## config.mk

```make
export PLATFORM = sky130hd
export DESIGN_NAME = lvs_victim_pick
export DESIGN_NICKNAME = d
export VERILOG_FILES = /design/src/rtl/lvs_pkg.sv /design/src/rtl/lvs_victim_pick.sv
export VERILOG_INCLUDE_DIRS = /design/src /design/src/rtl
export SDC_FILE = /design/constraint.sdc
export NUM_CORES = 1
export LEC_CHECK = 0
export BUFFER_PORTS_ARGS = -buffer_cell sky130_fd_sc_hd__buf_2
export CORE_MARGIN = 3
export CORE_UTILIZATION = 36
export CTS_CLUSTER_DIAMETER = 80
export DETAILED_ROUTE_END_ITERATION = 10
export PLACE_DENSITY = 0.58
export SETUP_SLACK_MARGIN = 0.5
export SLEW_MARGIN = 20
export SYNTH_ARGS = -nofsm -noshare
export SYNTH_HDL_FRONTEND = slang
export SYNTH_SLANG_ARGS = --single-unit
```

## constraint.sdc

```tcl
create_clock -name clk -period 14.1 [get_ports clk]
set_input_delay 2.82 -clock clk [delete_from_list [all_inputs] [get_ports clk]]
set_output_delay 2.82 -clock clk [all_outputs]
set_load 0.02 [all_outputs]
```

## src/rtl/lru_victim_select_prefer_clean_defines.svh

```systemverilog
// Assertion macros shared by the RTL files.
`ifndef LRU_VICTIM_SELECT_PREFER_CLEAN_DEFINES_SVH
`define LRU_VICTIM_SELECT_PREFER_CLEAN_DEFINES_SVH
`ifndef SYNTH
`define LVS_ASSERT_IMP(name, clk_s, rst_s, ante, cons) \
  name: assert property (@(posedge clk_s) disable iff (rst_s) (ante) |-> (cons)) \
    else $error("lvs assertion failed");
`define LVS_ASSERT_NXT(name, clk_s, rst_s, ante, cons) \
  name: assert property (@(posedge clk_s) disable iff (rst_s) (ante) |=> (cons)) \
    else $error("lvs assertion failed");
`else
`define LVS_ASSERT_IMP(name, clk_s, rst_s, ante, cons)
`define LVS_ASSERT_NXT(name, clk_s, rst_s, ante, cons)
`endif
`endif

```

## src/rtl/lvs_pkg.sv

```systemverilog
`timescale 1ns / 1ps
package lvs_pkg;

  localparam int NUM_SETS_DEF = 64;
  localparam int NUM_WAYS_DEF = 8;
  localparam int TAG_W        = 32;
  localparam int STAMP_W      = 32;
  localparam int WAYIDX_W     = 5;

  localparam logic [STAMP_W-1:0] STAMP_RELEASED = 32'h7FFF_FFFF;

  typedef enum logic [1:0] {
    FUNC_ACCESS = 2'd0,
    FUNC_EVICT  = 2'd1,
    FUNC_UPDATE = 2'd2
  } func_t;

  typedef enum logic [2:0] {
    S_CLEAR,
    S_IDLE,
    S_SCAN,
    S_DRAIN,
    S_FINISH
  } state_t;

  typedef struct packed {
    logic                valid;
    logic [WAYIDX_W-1:0] way;
    logic                active;
    logic                dirty;
    logic [STAMP_W-1:0]  stamp;
  } scan_t;

  typedef struct packed {
    logic                found;
    logic [WAYIDX_W-1:0] way;
  } pick_t;

endpackage

```

## src/rtl/lvs_victim_pick.sv

```systemverilog
`timescale 1ns / 1ps
`include "lru_victim_select_prefer_clean_defines.svh"
module lvs_victim_pick (
  input  logic           clk,
  input  logic           rst,
  input  logic           clear,
  input  logic           policy,
  input  lvs_pkg::scan_t step,
  output lvs_pkg::pick_t pick
);

  logic                         clean_v;
  logic [lvs_pkg::WAYIDX_W-1:0] clean_way;
  logic [lvs_pkg::STAMP_W-1:0]  clean_stamp;
  logic                         dirty_v;
  logic [lvs_pkg::WAYIDX_W-1:0] dirty_way;
  logic [lvs_pkg::STAMP_W-1:0]  dirty_stamp;
  logic                         clean_older;

  // Ways arrive in ascending order, so a strict compare keeps the lowest way on a tie.
  always_ff @(posedge clk) begin
    if (rst || clear) begin
      clean_v <= 1'b0;
      dirty_v <= 1'b0;
    end else if (step.valid && step.active) begin
      if (step.dirty) begin
        if (!dirty_v || step.stamp < dirty_stamp) begin
          dirty_v     <= 1'b1;
          dirty_way   <= step.way;
          dirty_stamp <= step.stamp;
        end
      end else begin
        if (!clean_v || step.stamp < clean_stamp) begin
          clean_v     <= 1'b1;
          clean_way   <= step.way;
          clean_stamp <= step.stamp;
        end
      end
    end
  end

  always_comb begin
    clean_older = (clean_stamp < dirty_stamp) ||
                  ((clean_stamp == dirty_stamp) && (clean_way < dirty_way));
    if (clean_v && (policy || !dirty_v || clean_older)) begin
      pick.found = 1'b1;
      pick.way   = clean_way;
    end else if (dirty_v) begin
      pick.found = 1'b1;
      pick.way   = dirty_way;
    end else begin
      pick.found = 1'b0;
      pick.way   = '0;
    end
  end

  `LVS_ASSERT_NXT(a_clean_seen, clk, rst, step.valid && step.active && !step.dirty && !clear, clean_v)
  `LVS_ASSERT_NXT(a_dirty_seen, clk, rst, step.valid && step.active && step.dirty && !clear, dirty_v)
  `LVS_ASSERT_NXT(a_clear_empty, clk, rst, clear, !clean_v && !dirty_v)

endmodule

```

==> summary.md, run 1 <==
| Metric | Value |
|---|---|
| Run status | complete, no violations |
| Initial antenna violation count | 0 |
| Switching Power | 0.1101 mW |
| I/O pin count | 50 |
| Max VDD drop | 0.08938 mV |
| Async SR Flop Fraction | 0 |
| Share of cells above drive strength 1 | 0.1435 |
| Yosys warns | 0 |
| Layout area overhead | 16.37% |
| Core ar. | 12,770 µm² |
| Cts bufs inserted | 9 |
| Die extent in x | 120.8 µm |
| Arr. time, crit path | 4.11 ns |
| Critical Path Fanout Max | 5 |
| Largest net degree at the start of global routing | 38 |
| Clk buf depth | 2 |
| First-pass GRT wire length | 16.15 mm |
| EDFF count, synth | 74 |
| Post_cts resized | 0 |
| Post-synthesis sequential area ratio | 0.4765 |
| Final Max Slew Viols | 0 |
| Final #Nets | 613 |
| Total track usage | 0.1422 |
| Synth Instances | 410 |
| Remaining antenna violation count | 0 |
| Period utilization | 0.4915 |
| Skew-Pair Late Insertion Delay | 0.34 ns |
| Worst setup SP type | input port |
| Clk slew on worst S/H paths | 0.06 ns |
| Sw frac | 0.2134 |
| Leakage | 2.643 nW |
| Drt wl/cell | 14.79 µm |
| # setup viols final | 0 |
| Min-Delay Path Class | flop to flop |
| Pre-CTS setup slack | 7.175 ns |
| Die Area | 14,600 µm² |
| Setup ws final | 7.170 ns |
| Synth cell types | 35 |
| Sequential share of power | 0.491 |
| Crit. End Element | output pin |
| Max-Cap Viols | 0 |
| Period minus WS final | 6.930 ns |
| P_int | 0.4057 mW |
| Clk pwr share | 0.423 |
| Skew final | 0.007312 ns |
| DPL Wire Length | 7.518 mm |
| Number of vias in the routed layout | 3,196 |
| Clk sinks | 76 |
| Via-per-instance ratio | 4.947 |
| Final wirelength | 9.552 mm |
| TritonCTS clock tree | built |
| Root Buffer | clkbuf_16 |
| Port Buf Inserts | 49 |
| Hold_buf cts | 0 |
| Initial Util | 0.3716 |
| Power per standard cell area | 93.37 nW/µm² |
| Htree depth | 3 |
| First-pass DRT Iterations | 4 |
| Post-synth top flop | edfxtp_1 |
| Final hold vios | 0 |
| Syn_area_per_cell | 11.58 µm² |
| Setup Buffers After CTS | 0 |
| Max-slew headroom | 0.5399 |
| Critical path data required time | 11.28 ns |
| Syn_nets | 552 |
| Grt total ovfl | 0 |
| Comb power frac | 0.086 |
| Setup CP Type | input port to output pin |
| Tightest Pin Transition | 0.6879 ns |
| Synthesized flop and latch total | 76 |
| 1st-iter DRT viols | 129 |
| FP Rows | 41 |
| Drt drc | 0 |
| Post-route core utilization | 0.4325 |
| RD Place Congestion | 0.8005 |
| RSZ-0062 raised after global routing | no |
| Setup TNS | 0 ns |
| Number of global-route vias before repair | 3,327 |
| Max Fclk | 0.1443 GHz |
| DIE HEIGHT | 120.8 µm |
| ANT cells | 0 |
| Mapped Area | 4747 µm² |
==> worst max-delay path: stages <==
cell,delay [ns]
buf_2,0.10
nor2b_1,0.14
o211ai_1,0.11
a21oi_1,0.12
a21oi_1,0.07
o21ai_2,0.34
mux2i_1,0.23
buf_2,0.18
==> layout make-up <==
| type | instances | area [µm²] |
|---|---|---|
| inverter | 75 | 281.5 |
| multi-input combinational | 258 | 2220 |
| timing repair buffer | 51 | 272.8 |
| clock inverter | 3 | 40.04 |
| clock buffer | 11 | 232.7 |
| fill | 1224 | 7249 |
| tap | 172 | 215.2 |
| sequential | 76 | 2262 |
==> cells in the mapped netlist, types with 3 or more instances <==
cell type / count / area (µm²)
mux2i_1: 5 / 50.05
nand4_1: 19 / 118.9
o21ai_0: 11 / 55.05
edfxtp_1: 74 / 2222
a211oi_1: 3 / 22.52
inv_1: 75 / 281.5
a21o_1: 26 / 195.2
nor2_1: 10 / 37.54
a21oi_1: 29 / 145.1
nand3_1: 8 / 40.04
a2111oi_0: 3 / 26.28
nor2b_1: 3 / 18.77
nor3_1: 3 / 15.01
ha_1: 98 / 1226
nand2_1: 17 / 63.81
==> power by group through the flow <==
stage / Clock (mW) / Combinational, mW / Sequential, mW
5_1_grt: 0.234 / 0.0520 / 0.253
4_1_cts: 0.226 / 0.0451 / 0.253
3_3_place_gp: 0 / 0.0436 / 0.258
6_report: 0.218 / 0.0445 / 0.253
2_1_floorplan: 0 / 0.0252 / 0.258
3_5_place_dp: 0 / 0.0447 / 0.258
==> flip-flops by register name (all words and copies together), names as in the netlist <==
register,count
dirty_way,5
dirty_stamp,32
clean_v,1
clean_way,5
clean_stamp,32
dirty_v,1
==> logic make-up (layout without fill, tap and decap cells) <==
group	Yosys count	after routing	share of synthesized area
AO/OA/AOI/OAI	88	88	0.1234
adder cells (fa/ha/maj)	98	98	0.2583
buffers and inverters	76	140	0.06009
flip-flops	76	76	0.4765
multiplexers	5	5	0.01054
AND/OR/NAND/NOR	67	67	0.07117
==> placed cells by master, fill, tap and decap left out, types with 3 or more instances in the layout <==
master,synthesis,layout
a2111oi_0,3,3
nor3_1,3,3
edfxtp_1,74,74
a211oi_1,3,3
nor2_1,10,10
mux2i_1,5,5
nand4_1,19,19
inv_1,75,75
nor2b_1,3,3
o21ai_0,11,11
nand3_1,8,8
buf_2,0,49
ha_1,98,98
a21o_1,26,26
nand2_1,17,17
a21oi_1,29,29
clkbuf_16,0,9
==> worst paths after layout <==
kind / startpoint / to / slack [ns] / cells after the start
hold / removal: clean_v / clean_v / 0.61 / 1
hold reg to reg: clean_v / clean_v / 0.61 / 1
setup / recovery: policy / pick[3] / 7.17 / 8
setup reg to reg: dirty_stamp[1] / dirty_stamp[7] / 10.89 / 9
==> metrics by stage <==
stage | total power, mW | std cells | hold WS, ns | instance area (µm²)
global placement | 0.3015 | 631 | 0.6211 | 5231
finish | 0.5158 | 646 | 0.6074 | 5524
CTS | 0.5242 | 645 | 0.6205 | 5504
global route | 0.5393 | 646 | 0.6519 | 5524
detailed placement | 0.3027 | 631 | 0.6118 | 5231
floorplan | 0.2827 | 410 | 0.5117 | 4747
==> metal layers <==
| layer | track usage | part of all wire |
|---|---|---|
| met1 | 0.1845 | 0.47 |
| met2 | 0.2286 | 0.48 |
| met3 | 0.04256 | 0.040 |
| met4 | 0.04462 | 0.014 |
| met5 | 0 | 0 |
(Power assumes the default switching activity.)
==> run 2, diff against run 1 <==
ABC_AREA = 1   (was unset)
clock period = 6.7 ns   (was 14.1 ns; I/O delays follow)
==> summary.md, run 2 <==
| Metric | Value |
|---|---|
| Max Fclk | 0.2673 GHz |
| ANT cells | 0 |
| Setup ws final | 2.959 ns |
| Remaining antenna violation count | 0 |
| Leakage | 2.718 nW |
| Multiplexer share of the synthesized area | 0 |
| Count leader, synth | nand2_1 |
| Clk slew on worst S/H paths | 0.06 ns |
| Final Max Slew Viols | 0 |
| TritonCTS clock tree | built |
| Simple-gate area share of the yosys netlist | 0.1332 |
| Core ar. | 12,930 µm² |
| EDFF count, synth | 74 |
| Initial antenna violation count | 0 |
| Cts bufs inserted | 9 |
| Drt drc | 0 |
| Grt total ovfl | 0 |
| Critical Path Fanout Max | 6 |
| First-pass DRT Iterations | 4 |
| Post-synth top flop | edfxtp_1 |
| Initial Util | 0.3779 |
| Share of cells above drive strength 1 | 0.1367 |
| Hold_buf cts | 0 |
| Total track usage | 0.1411 |
| Worst setup SP type | input port |
| First-pass GRT wire length | 16.38 mm |
| Commonest non-fill, non-tap cell in the layout | nand2_1 |
| Layout area overhead | 15.50% |
| Setup TNS | 0 ns |
| Setup CP Type | input port to output pin |
| Period minus WS final | 3.741 ns |
| Post_cts resized | 0 |
| Final wirelength | 9.565 mm |
| Via-per-instance ratio | 4.713 |
| Largest regs | clean_stamp x32, dirty_stamp x32 |
| FP Rows | 41 |
| RSZ-0062 raised after global routing | no |
| Largest net degree at the start of global routing | 22 |
| Main area contributors after synthesis | edfxtp_1 45%, ha_1 25%, nand2_1 7.8% |
| Die extent in x | 122.5 µm |
| Htree depth | 3 |
| I/O pin count | 50 |
| Top cell type by total area after synthesis | edfxtp_1 |
| Final #Nets | 693 |
| DIE HEIGHT | 122.5 µm |
| Root Buffer | clkbuf_16 |
| Port Buf Inserts | 49 |
| Period utilization | 0.5583 |
| Number of global-route vias before repair | 3,628 |
| Yosys warns | 0 |
| # setup viols final | 0 |
| Clk sinks | 76 |
| Async SR Flop Fraction | 0 |
| Die Area | 15,000 µm² |
| Skew final | 0.006564 ns |
| Synthesized flop and latch total | 76 |
| Synth cell types | 30 |
| Pwr Total | 1.062 mW |
| Min-Delay Path Class | flop to flop |
| Number of vias in the routed layout | 3,431 |
| Skew-Pair Late Insertion Delay | 0.34 ns |
| Largest family of logic cells by synthesized area | adder cells |
| Mapped Area | 4885 µm² |
| Arr. time, crit path | 2.40 ns |
| 1st-iter DRT viols | 108 |
| Syn_area_per_cell | 9.948 µm² |
| RD Place Congestion | 0.8260 |
| Drt wl/cell | 13.14 µm |
| Run status | complete, no violations |
| Syn_nets | 633 |
| Critical path data required time | 5.36 ns |
| Max VDD drop | 0.1172 mV |
| Power per standard cell area | 188.2 nW/µm² |
| Post-Synth XOR/XNOR Area | 0 |
| Pre-CTS setup slack | 2.879 ns |
| Synth top area share | 0.4549 |
| Post-Synth Adder-Cell Area | 0.2510 |
| Synth Area in Compound Gates | 0.08248 |
| Final hold vios | 0 |
| Commonest cells after routing, fill and taps aside | 102 x nand2_1, 98 x ha_1, 85 x inv_1, 74 x edfxtp_1, 50 x a21oi_1 |
| Clk buf depth | 2 |
| Setup Buffers After CTS | 0 |
| Synth top cells by count | 102 x nand2_1, 98 x ha_1, 85 x inv_1, 74 x edfxtp_1, 52 x a21oi_1 |
| Tightest Pin Transition | 0.6208 ns |
| Synth Instances | 491 |
| DPL Wire Length | 7.741 mm |
| Post-synthesis sequential area ratio | 0.4631 |
| Max-slew headroom | 0.5852 |
| Crit. End Element | output pin |
| Max-Cap Viols | 0 |
[run 2: cell types whose count changed after synthesis, sizes merged, moves of 5 or more]
cell and delta:
a21o -26, a21oi +23, inv +12, mux2i -5, nand2 +88, nand4 -12, nor2 +14
[run 2: stage by stage]
stage | std cells | utilization | area [µm²] | hold slack (ns)
6_report | 728 | 0.4364 | 5642 | 0.6677
5_1_grt | 728 | 0.4364 | 5642 | 0.6880
4_1_cts | 728 | 0.4364 | 5642 | 0.6533
3_5_place_dp | 712 | 0.4154 | 5370 | 0.6441
3_3_place_gp | 712 | 0.4154 | 5370 | 0.6406
2_1_floorplan | 491 | - | 4885 | 0.5578
[run 2: cells by family (layout without fill, tap and decap cells)]
family	Yosys count	in the layout
AND/OR/NAND/NOR	152	152
flip-flops	76	76
AO/OA/AOI/OAI	75	75
buffers and inverters	90	155
adder cells (fa/ha/maj)	98	98
[run 2: cell type report]
class,count,area [µm²]
inverters,88,330.3
clock buffers,12,246.5
fillers,1244,7286
repair buffers,51,260.3
well taps,172,215.2
flip-flops and latches,76,2262
clock inverters,4,25.02
multi-input cells,325,2302
[run 2: layer usage]
metal / routed length, µm / global-route usage
met5: 0 / 0
met2: 4642 / 0.2429
met4: 207 / 0.05878
met3: 298 / 0.02673
met1: 4417 / 0.1735
[run 2: where the power goes]
part / leakage [nW] / switching (mW) / internal, mW / total (mW)
registers: 0.685 / 0.00298 / 0.528 / 0.531
clock network: 0.129 / 0.182 / 0.259 / 0.442
logic: 1.90 / 0.0526 / 0.0365 / 0.0891
total: 2.72 / 0.238 / 0.824 / 1.06
[run 2: path summary, 6_finish.rpt]
check	start	endpoint	slack (ns)	cells past startpoint
max	policy	pick[4]	2.96	8
min	dirty_v	dirty_v	0.67	2
max reg2reg	clean_stamp[1]	clean_stamp[27]	4.01	13
min reg2reg	dirty_v	dirty_v	0.67	2
[run 2: worst max-delay path, cell delays in order]
cell	delay [ns]
buf_2	0.09
or2_1	0.23
a21oi_1	0.18
nand2_2	0.15
nand2_4	0.12
nand2_1	0.06
nand2_1	0.06
buf_2	0.16
